File: config.mk
export PLATFORM = sky130hd
export DESIGN_NAME = job_record_stream_parser
export DESIGN_NICKNAME = d
export VERILOG_FILES = /design/src/design/jrsp_pkg.sv /design/src/design/job_record_stream_parser.sv /design/src/design/jrsp_step.sv
export SDC_FILE = /design/constraint.sdc
export NUM_CORES = 1
export LEC_CHECK = 0
export BUFFER_PORTS_ARGS = -buffer_cell sky130_fd_sc_hd__buf_4
export CORE_MARGIN = 2
export CORE_UTILIZATION = 45
export DETAILED_ROUTE_END_ITERATION = 12
export GPL_ROUTABILITY_DRIVEN = 1
export GPL_TIMING_DRIVEN = 1
export PLACE_DENSITY = 0.64
export SLEW_MARGIN = 30
export SYNTH_ARGS = -nofsm -noshare
export SYNTH_HDL_FRONTEND = slang
export SYNTH_HIERARCHICAL = 1
export SYNTH_SLANG_ARGS = --single-unit
File: constraint.sdc
create_clock -name clock -period 6.4 [get_ports clock]
set_clock_uncertainty 0.05 [all_clocks]
set_input_delay 0.64 -clock clock [delete_from_list [all_inputs] [get_ports clock]]
set_output_delay 0.64 -clock clock [all_outputs]
set_load 0.05 [all_outputs]
File: src/design/jrsp_pkg.sv
// Shared types, constants and helpers for the job record stream parser.
// Used by jrsp_step and by the top level job_record_stream_parser.
package jrsp_pkg;

   localparam int unsigned CSR_INDEX_W = 4;

   localparam logic [CSR_INDEX_W-1:0] CSR_MAX_RECORD_LEN = CSR_INDEX_W'(0);
   localparam logic [CSR_INDEX_W-1:0] CSR_MAX_ATTR_COUNT = CSR_INDEX_W'(1);

   localparam logic [31:0] MAX_RECORD_LEN_RESET = 32'(256 * 1024 * 1024);
   localparam logic [31:0] MAX_ATTR_COUNT_RESET = 32'd8388608;
   localparam logic [31:0] META_BYTES           = 32'(4 + 8 + 4 + 4 + 4 + 4 + 4);

   typedef enum logic [3:0] {
      PH_HDR, PH_PLEN, PH_PATH, PH_PTERM, PH_CLEN, PH_CONT, PH_META,
      PH_KLEN, PH_KEY, PH_KTERM, PH_VLEN, PH_VAL, PH_TRAIL, PH_DISC
   } phase_type;

   localparam logic [3:0] KIND_EOS = 4'd14;

   localparam logic [3:0] NUM_RECLEN     = 4'd0;
   localparam logic [3:0] NUM_PATHLEN    = 4'd1;
   localparam logic [3:0] NUM_CONTENTLEN = 4'd2;
   localparam logic [3:0] NUM_MODE       = 4'd3;
   localparam logic [3:0] NUM_KEYLEN     = 4'd10;
   localparam logic [3:0] NUM_VALLEN     = 4'd11;

   localparam logic [2:0] ST_OK        = 3'd0;
   localparam logic [2:0] ST_BAD_LEN   = 3'd1;
   localparam logic [2:0] ST_OVERRUN   = 3'd2;
   localparam logic [2:0] ST_TOO_MANY  = 3'd3;
   localparam logic [2:0] ST_TRUNCATED = 3'd4;
   localparam logic [2:0] ST_CLEAN_END = 3'd5;

   localparam logic [2:0] META_MTIME = 3'd1;
   localparam logic [2:0] META_COUNT = 3'd6;

   // Byte size of each metadata field; only mtime is eight bytes wide.
   function automatic logic [3:0] meta_size(logic [2:0] field);
      case (field)
         META_MTIME: meta_size = 4'd8;
         default:    meta_size = 4'd4;
      endcase
   endfunction

   typedef struct packed {
      phase_type   phase;
      logic [31:0] record_left;
      logic [31:0] field_left;
      logic [3:0]  number_bytes;
      logic [63:0] number_accum;
      logic [2:0]  meta_field;
      logic [31:0] attrs_left;
      logic [31:0] attr_count_seen;
   } parse_state_type;

   typedef struct packed {
      logic [3:0]  kind;
      logic [7:0]  byte_out;
      logic [3:0]  number_id;
      logic [63:0] number_value;
      logic        number_done;
      logic [31:0] attr_index;
      logic        record_done;
      logic [2:0]  status;
   } result_type;

endpackage

File: src/design/job_record_stream_parser.sv
// Top level of the job record stream parser: handshakes, configuration
// registers, parse state and the result register. Depends on jrsp_pkg, jrsp_step.

// The parser takes one stream word per clock while req_stall is low and gives exactly one result
// per word, registered in the cycle after it is taken; a new word can follow every cycle unless stalled.
// The parser has a single result register: req_stall is high only while
// a held result is stalled on the output side. Configuration writes are
// always taken (csr_ready is high) and must be made while the parser is idle.
module job_record_stream_parser (
   input  logic                                 clock,
   input  logic                                 reset,
   input  logic                                 req_valid,
   output logic                                 req_stall,
   input  logic                                 req_action,
   input  logic [7:0]                           req_byte_in,
   output logic                                 rsp_valid,
   input  logic                                 rsp_stall,
   output logic [3:0]                           rsp_kind,
   output logic [7:0]                           rsp_byte_out,
   output logic [3:0]                           rsp_number_id,
   output logic [63:0]                          rsp_number_value,
   output logic                                 rsp_number_done,
   output logic [31:0]                          rsp_attr_index,
   output logic                                 rsp_record_done,
   output logic [2:0]                           rsp_status,
   input  logic                                 csr_valid,
   output logic                                 csr_ready,
   input  logic [jrsp_pkg::CSR_INDEX_W-1:0]     csr_index,
   input  logic [31:0]                          csr_data
);
   import jrsp_pkg::*;

   parse_state_type state_ff, state_in;
   result_type      result_ff, result_in;
   logic            rsp_valid_ff, rsp_valid_in;
   logic [31:0]     max_record_len_ff, max_attr_count_ff;
   logic            accept;

   assign req_stall = rsp_valid_ff && rsp_stall;
   assign accept    = req_valid && !req_stall;
   assign csr_ready = 1'b1;
   assign rsp_valid_in = accept || (rsp_valid_ff && rsp_stall);

   jrsp_step u_step (
      .cur_state      (state_ff),
      .action         (req_action),
      .byte_in        (req_byte_in),
      .max_record_len (max_record_len_ff),
      .max_attr_count (max_attr_count_ff),
      .next_state     (state_in),
      .result         (result_in)
   );

   always_ff @(posedge clock) begin
      if (reset) begin
         state_ff          <= '0;
         rsp_valid_ff      <= 1'b0;
         max_record_len_ff <= MAX_RECORD_LEN_RESET;
         max_attr_count_ff <= MAX_ATTR_COUNT_RESET;
      end else begin
         rsp_valid_ff <= rsp_valid_in;
         if (accept) begin
            state_ff <= state_in;
         end
         if (csr_valid && csr_ready) begin
            if (csr_index == CSR_MAX_RECORD_LEN) begin
               max_record_len_ff <= csr_data;
            end else if (csr_index == CSR_MAX_ATTR_COUNT) begin
               max_attr_count_ff <= csr_data;
            end
         end
      end
   end

   always_ff @(posedge clock) begin
      if (accept) begin
         result_ff <= result_in;
      end
   end

   assign rsp_valid        = rsp_valid_ff;
   assign rsp_kind         = result_ff.kind;
   assign rsp_byte_out     = result_ff.byte_out;
   assign rsp_number_id    = result_ff.number_id;
   assign rsp_number_value = result_ff.number_value;
   assign rsp_number_done  = result_ff.number_done;
   assign rsp_attr_index   = result_ff.attr_index;
   assign rsp_record_done  = result_ff.record_done;
   assign rsp_status       = result_ff.status;

endmodule

File: src/design/jrsp_step.sv
// Next-state and result logic for one stream word of the record parser.
// Purely combinational; depends on jrsp_pkg.
module jrsp_step (
   input  jrsp_pkg::parse_state_type cur_state,
   input  logic                      action,
   input  logic [7:0]                byte_in,
   input  logic [31:0]               max_record_len,
   input  logic [31:0]               max_attr_count,
   output jrsp_pkg::parse_state_type next_state,
   output jrsp_pkg::result_type      result
);
   import jrsp_pkg::*;

   logic [63:0] accum_new;
   logic [4:0]  bytes_new;
   logic [31:0] left_new;
   logic [31:0] field_dec;
   logic [31:0] pairs_new;
   logic [2:0]  meta_clamp;
   phase_type   ph;
   logic [2:0]  status;
   logic        done;
   logic [63:0] value;
   logic [3:0]  id;
   logic        term;

   assign accum_new = {cur_state.number_accum[55:0], byte_in};
   assign bytes_new = {1'b0, cur_state.number_bytes} + 5'd1;
   assign field_dec = (cur_state.field_left != 32'd0) ? cur_state.field_left - 32'd1 : 32'd0;
   assign pairs_new = cur_state.attrs_left - 32'd1;
   assign meta_clamp = (cur_state.meta_field > META_COUNT) ? META_COUNT : cur_state.meta_field;

   always_comb begin
      next_state = cur_state;
      result     = '0;
      ph         = cur_state.phase;
      status     = ST_OK;
      done       = 1'b0;
      value      = '0;
      id         = NUM_RECLEN;
      term       = 1'b0;
      left_new   = cur_state.record_left;

      if (action) begin
         next_state  = '0;
         result.kind = KIND_EOS;
         status = (cur_state.phase == PH_HDR && cur_state.number_bytes == 4'd0) ?
                  ST_CLEAN_END : ST_TRUNCATED;
      end else if (cur_state.phase == PH_HDR) begin
         result.kind              = 4'(cur_state.phase);
         next_state.number_accum  = accum_new;
         next_state.number_bytes  = bytes_new[3:0];
         if (bytes_new >= 5'd4) begin
            done  = 1'b1;
            value = accum_new;
            next_state.number_bytes = '0;
            next_state.number_accum = '0;
            if (value == 64'd0 || value > {32'd0, max_record_len}) begin
               status = ST_BAD_LEN;
            end else begin
               next_state.record_left = value[31:0];
               next_state.phase       = PH_PLEN;
            end
         end
      end else begin
         result.kind = 4'(cur_state.phase);
         if (cur_state.phase inside {[PH_KLEN:PH_VAL]}) begin
            result.attr_index = cur_state.attr_count_seen;
         end
         if (cur_state.phase == PH_META && cur_state.meta_field == 3'd0 &&
             cur_state.number_bytes == 4'd0 && cur_state.record_left < META_BYTES) begin
            result.kind = 4'(PH_DISC);
            status      = ST_OVERRUN;
            ph          = PH_DISC;
         end
         if (cur_state.record_left != 32'd0) begin
            left_new = cur_state.record_left - 32'd1;
         end
         next_state.record_left = left_new;

         case (ph)
            PH_PLEN, PH_CLEN, PH_KLEN, PH_VLEN: begin
               next_state.number_accum = accum_new;
               next_state.number_bytes = bytes_new[3:0];
               if (bytes_new >= 5'd4) begin
                  done  = 1'b1;
                  value = accum_new;
                  term  = (ph == PH_PLEN || ph == PH_KLEN);
                  case (ph)
                     PH_PLEN: id = NUM_PATHLEN;
                     PH_CLEN: id = NUM_CONTENTLEN;
                     PH_KLEN: id = NUM_KEYLEN;
                     default: id = NUM_VALLEN;
                  endcase
                  next_state.number_bytes = '0;
                  next_state.number_accum = '0;
                  if ({1'b0, value} + 65'(term) > {33'd0, left_new}) begin
                     status = ST_OVERRUN;
                     ph     = PH_DISC;
                  end else begin
                     next_state.field_left = value[31:0];
                     case (ph)
                        PH_PLEN: ph = (value != 64'd0) ? PH_PATH : PH_PTERM;
                        PH_KLEN: ph = (value != 64'd0) ? PH_KEY : PH_KTERM;
                        PH_CLEN: begin
                           next_state.meta_field = '0;
                           ph = (value != 64'd0) ? PH_CONT : PH_META;
                        end
                        default: begin
                           if (value != 64'd0) begin
                              ph = PH_VAL;
                           end else begin
                              next_state.attr_count_seen = cur_state.attr_count_seen + 32'd1;
                              next_state.attrs_left      = pairs_new;
                              ph = (pairs_new != 32'd0) ? PH_KLEN : PH_TRAIL;
                           end
                        end
                     endcase
                  end
               end
            end
            PH_PATH, PH_KEY: begin
               next_state.field_left = field_dec;
               if (field_dec == 32'd0) begin
                  ph = (ph == PH_PATH) ? PH_PTERM : PH_KTERM;
               end
            end
            PH_PTERM: ph = PH_CLEN;
            PH_KTERM: ph = PH_VLEN;
            PH_CONT: begin
               next_state.field_left = field_dec;
               if (field_dec == 32'd0) begin
                  next_state.meta_field = '0;
                  ph = PH_META;
               end
            end
            PH_VAL: begin
               next_state.field_left = field_dec;
               if (field_dec == 32'd0) begin
                  next_state.attr_count_seen = cur_state.attr_count_seen + 32'd1;
                  next_state.attrs_left      = pairs_new;
                  ph = (pairs_new != 32'd0) ? PH_KLEN : PH_TRAIL;
               end
            end
            PH_META: begin
               next_state.number_accum = accum_new;
               next_state.number_bytes = bytes_new[3:0];
               if (bytes_new >= {1'b0, meta_size(cur_state.meta_field)}) begin
                  done  = 1'b1;
                  value = accum_new;
                  id    = NUM_MODE + {1'b0, meta_clamp};
                  next_state.number_bytes = '0;
                  next_state.number_accum = '0;
                  if (cur_state.meta_field >= META_COUNT) begin
                     next_state.meta_field = '0;
                     if (value > {32'd0, max_attr_count}) begin
                        status = ST_TOO_MANY;
                        ph     = PH_DISC;
                     end else begin
                        next_state.attrs_left      = value[31:0];
                        next_state.attr_count_seen = '0;
                        ph = (value != 64'd0) ? PH_KLEN : PH_TRAIL;
                     end
                  end else begin
                     next_state.meta_field = cur_state.meta_field + 3'd1;
                  end
               end
            end
            default: begin
            end
         endcase

         next_state.phase = ph;
         result.byte_out  = byte_in;
         if (left_new == 32'd0) begin
            result.record_done = 1'b1;
            if (status == ST_OK && ph != PH_TRAIL && ph != PH_DISC) begin
               status = ST_OVERRUN;
            end
            next_state = '0;
         end
      end

      if (!action && cur_state.phase == PH_HDR) begin
         result.byte_out = byte_in;
      end
      result.status       = status;
      result.number_done  = done;
      result.number_id    = done ? id : 4'd0;
      result.number_value = done ? value : 64'd0;
   end

endmodule

After elaboration in Yosys (flattened, before gate mapping)
Cells that the tools add are included.
{"block": "op_classes", "n_bitwise": 3, "addsub": 8, "n_lt_le_gt_ge": 10, "n_eq_ne": 29, "reduce_logical": 46, "muxes": 90}
{"operator": "$mux 64", "n": 8}
{"operator": "$mux 203", "n": 2}
{"operator": "$mux 32", "n": 6}
{"operator": "$pmux 64 s3", "n": 1}
{"operator": "$mux 167", "n": 1}
{"operator": "$mux 68", "n": 2}
{"operator": "$pmux 68 s2", "n": 1}
{"operator": "$mux 135", "n": 1}
{"operator": "$mux 67", "n": 2}
{"operator": "$gt 64x32->1", "n": 2}
{"operator": "$pmux 64 s2", "n": 1}
{"operator": "$mux 36", "n": 3}
{"operator": "$mux 4", "n": 24}
{"operator": "$reduce_bool 32->1", "n": 3}
{"operator": "$sub 32x1->32 const B", "n": 3}
{"operator": "$add 64x1->65", "n": 1}
{"operator": "$gt 65x32->1", "n": 1}
{"operator": "$logic_not 32->1", "n": 2}
{"operator": "$logic_not 64->1", "n": 1}
{"operator": "$pmux 32 s2", "n": 1}
{"operator": "$reduce_bool 64->1", "n": 1}
{"operator": "$mux 3", "n": 14}
{"operator": "$add 32x1->32 const B", "n": 1}
{"operator": "$lt 32x6->1 const B", "n": 1}
{"operator": "other kinds (44)", "n": 103}
{"block": "totals", "ff_bits": 377, "word_cells": 205, "output_inout_bits": 120, "input_bits": 50}

Depth between registers and ports, before layout
{"block": "logic_depth", "word_depth": 23, "mapped_depth": 30}

By module
The synthesis kept the hierarchy.
{"module": "jrsp_step", "cells_per_inst": 2178, "area_each_um2": 13394.1, "seq_area_each_um2": 0.0, "n_inst": 1}
{"module": "job_record_stream_parser", "cells_per_inst": 1251, "area_each_um2": 13291.5, "seq_area_each_um2": 8878.5, "n_inst": 1}

Least setup slack after synthesis
Ideal clock, no wire load.
{"block": "synth_path", "kind": "register to register", "startpoint": "register state_ff[200] (netlist name)", "endpoint": "register state_ff[138] (netlist name)", "required_time_ns": 6.218, "slack_ns": 0.279, "arrival_ns": 5.939, "setup_ns": 0.132, "stages_incl_launch_ff": 30, "path_cell_list": "dfxtp_1 -> clkbuf_1 -> clkbuf_1 -> clkbuf_1 -> xor2_1 -> nor2_1 -> ha_1 -> ha_1 -> nand2_1 -> nor4_1 -> and2_0 -> clkbuf_1 -> and3_1 -> xor2_1 -> ha_1 -> o21ai_0 -> nor2_1 -> nor3_1 -> nand4_1 -> o31ai_1 -> nand2_1 -> or4_4 -> or3_1 -> buf_6 -> buf_6 -> mux2_4 -> a222oi_1 -> nor2_1 -> nand2_1 -> a21oi_1"}
{"element": "start, declared", "line": "job_record_stream_parser.sv:33", "text": "parse_state_type state_ff, state_in;"}
{"element": "start signal, assigned", "line": "job_record_stream_parser.sv:63", "text": "state_ff <= state_in;"}

==> results by group <==
Floorplanning
  – Die X: roughly 250 microns
  – Io pins: 170
  – Die area: 0.06052 sq mm
  – Initial Util: 0.4559
  – CORE AREA: 0.05781 sq mm
  – Placement Rows: roughly 90
  – Die H: approximately 250 microns

Worst hold path
  – Hold crit path type: in -> reg

STA
  – Final period utilization: 0.9555
  – Fmax: 0.1635 GHz
  – Final Hold Vio Count: 0
  – Final slew viol count: 0
  – Max-slew headroom: 0.2438
  – Pin slew with the least headroom to its limit: 1.134 ns
  – Final setup violating endpoints: 0
  – Minimum hold slack: 0.2265 ns
  – Worst setup margin: 0.2847 ns
  – Tmin final: 6.115 ns

Drt
  – Drt via density: 6.070
  – Final WL: 90330 microns
  – Pre-antenna DRT Iters: 8
  – WL/cell: ~21 microns
  – Vias: 25.71k
  – DR iter-0 viols: 2634
  – DRT antenna net count: 0
  – Residual DRC count: 0

Pwr
  – Peak VDD IR: 0.0001816 V
  – Leakage power: 11.22 nW
  – Power Density: 188.4 mW/mm^2

Global routing
  – Initial antenna violation count: 3
  – Largest net degree at the start of global routing: 172
  – Total gr overflow: 0
  – First-pass GRT wire length: around 140000 microns
  – GRT Total Usage: 0.2900
  – Vias in the first global route: ~23k

Synth
  – Post-Synthesis Cells: approximately 3.4k
  – Syn_nets: approximately 3.6k
  – Mean Syn Cell Area: between 7 and 8 sq um
  – Cell Area, Synth: ~0.026 sq mm
  – YS warnings: 6

Finish
  – Commonest non-fill, non-tap cells in the layout: nand2_1, a21oi_1, buf_4
  – Commonest non-fill, non-tap cell in the layout: nand2_1
  – Layout cells sized above 1: 0.1173
  – Area grow syn2layout: 12.49%
  – NumNets Final: 3599

Critical path
  – Req. time, crit path: 6.80 ns
  – CP arrival: 6.52 ns
  – CP max-delay cell: or4_1
  – WP buf/inv: 2
  – Element type at the critical path end: flip-flop
  – Crit-path cells: or4_1 -> nand2b_1 -> o211ai_1 -> buf_4 -> o21ai_0 -> and2_1 -> ha_1 -> nand3_1 -> or4_1 -> nor3_1 -> a31oi_1 -> o31ai_2 -> nand2_1 -> or4_4 -> or3_1 -> buf_12 -> mux2_4 -> a222oi_1 -> nor2_1 -> nand2_1 -> a21oi_1
  – Worst setup path class: reg -> reg
  – Crit start category: flip-flop
  – CP delay by family, top: simple AND/OR/NAND/NOR gates
  – Crit Path Max Fanout: 24
  – Crit-path max cell delay: 0.63 ns

Clock network
  – Largest buffer count on any clock path: 3
  – CTS Sinks: about 380
  – CTS Buf Count: 43
  – CTS tree: done
  – Clock-pin slew on the worst setup and hold paths: 0.06 ns
  – H-tree Lvls: 2
  – Root Driver: clkbuf_16
  – Worst-Skew Late Latency: 0.60 ns

Job
  – Max cap viols: 0

Status
  – Outcome: completed

Placement
  – I/O Buffers: approximately 170
  – DP Worst Slack: 0.08769 ns
  – DP Wirelength: approximately 60000 microns
  – Final Wtd Congestion: 0.9905
==> sequential cells by signal (all words and copies together) (netlist names) <==
register	cells
max_attr_count_ff	32
max_record_len_ff	32
rsp_attr_index	32
rsp_byte_out	8
rsp_kind	4
rsp_number_done	1
rsp_number_id	4
rsp_number_value	64
rsp_record_done	1
rsp_status	3
rsp_valid	1
state_ff	195
==> what timing repair did <==
action	CTS	global route
buffers inserted	0	1
resized for setup	0	6
endpoints found under the setup margin	0	21
hold buffers	0	0
==> report_power, final <==
group          internal (mW)  total, mW  leakage, nW  switching (mW)
logic                  0.158      0.556         7.26           0.398
registers               2.51       2.53         3.27          0.0205
clock network           1.45       2.50        0.680            1.06
==> layout make-up <==
cell class                      instances  area [sq um]
Antenna cell                            1         2.502
Clock buffer                           58          1204
Clock inverter                         20         203.9
Fill cell                            5634         28160
Inverter                              106         405.4
Multi-Input combinational cell       2629         15990
Sequential cell                       377          8718
Tap cell                              765         957.2
Timing Repair Buffer                  280          2166
==> stage by stage <==
stage	instances	instance area (sq um)	power (mW)	utilization	TNS, ns
6_report	4236	29650	5.587	0.5129	0
3_5_place_dp	4155	28150	3.129	0.4870	0
4_1_cts	4233	29560	5.630	0.5114	0
3_3_place_gp	4155	28150	3.127	0.4869	0
5_1_grt	4235	29640	5.762	0.5128	-0.01324
2_1_floorplan	3389	26360	2.948	-	0
==> worst register-to-register path, delay by kind of cell, from the launching register on <==
family / cells / cell delay, ns
AND/OR/NAND/NOR: 11 / 3.24
AO/OA/AOI/OAI: 6 / 1.28
buffers and inverters: 2 / 0.42
flip-flops: 1 / 0.35
multiplexers: 1 / 0.34
adder cells (fa/ha/maj): 1 / 0.30
==> routing by layer <==
| layer | vias up | part of all wire | track usage |
|---|---|---|---|
| li1 | 12230 | - | - |
| met1 | 12110 | 0.43 | 0.3977 |
| met2 | 1163 | 0.44 | 0.4518 |
| met3 | 210 | 0.081 | 0.04194 |
| met4 | 0 | 0.045 | 0.1282 |
| met5 | - | 0 | 0 |
==> worst paths after layout <==
path                             start                    end  slack [ns]  cells after the start
setup reg to reg         state_ff[186]          state_ff[141]        0.28                     21
setup / recovery         state_ff[186]          state_ff[141]        0.28                     21
hold / removal            csr_data[23]  max_attr_count_ff[23]        0.23                      2
hold reg to reg   max_record_len_ff[4]   max_record_len_ff[4]        0.42                      2
Note: power is estimated with default switching activity, not from simulation.
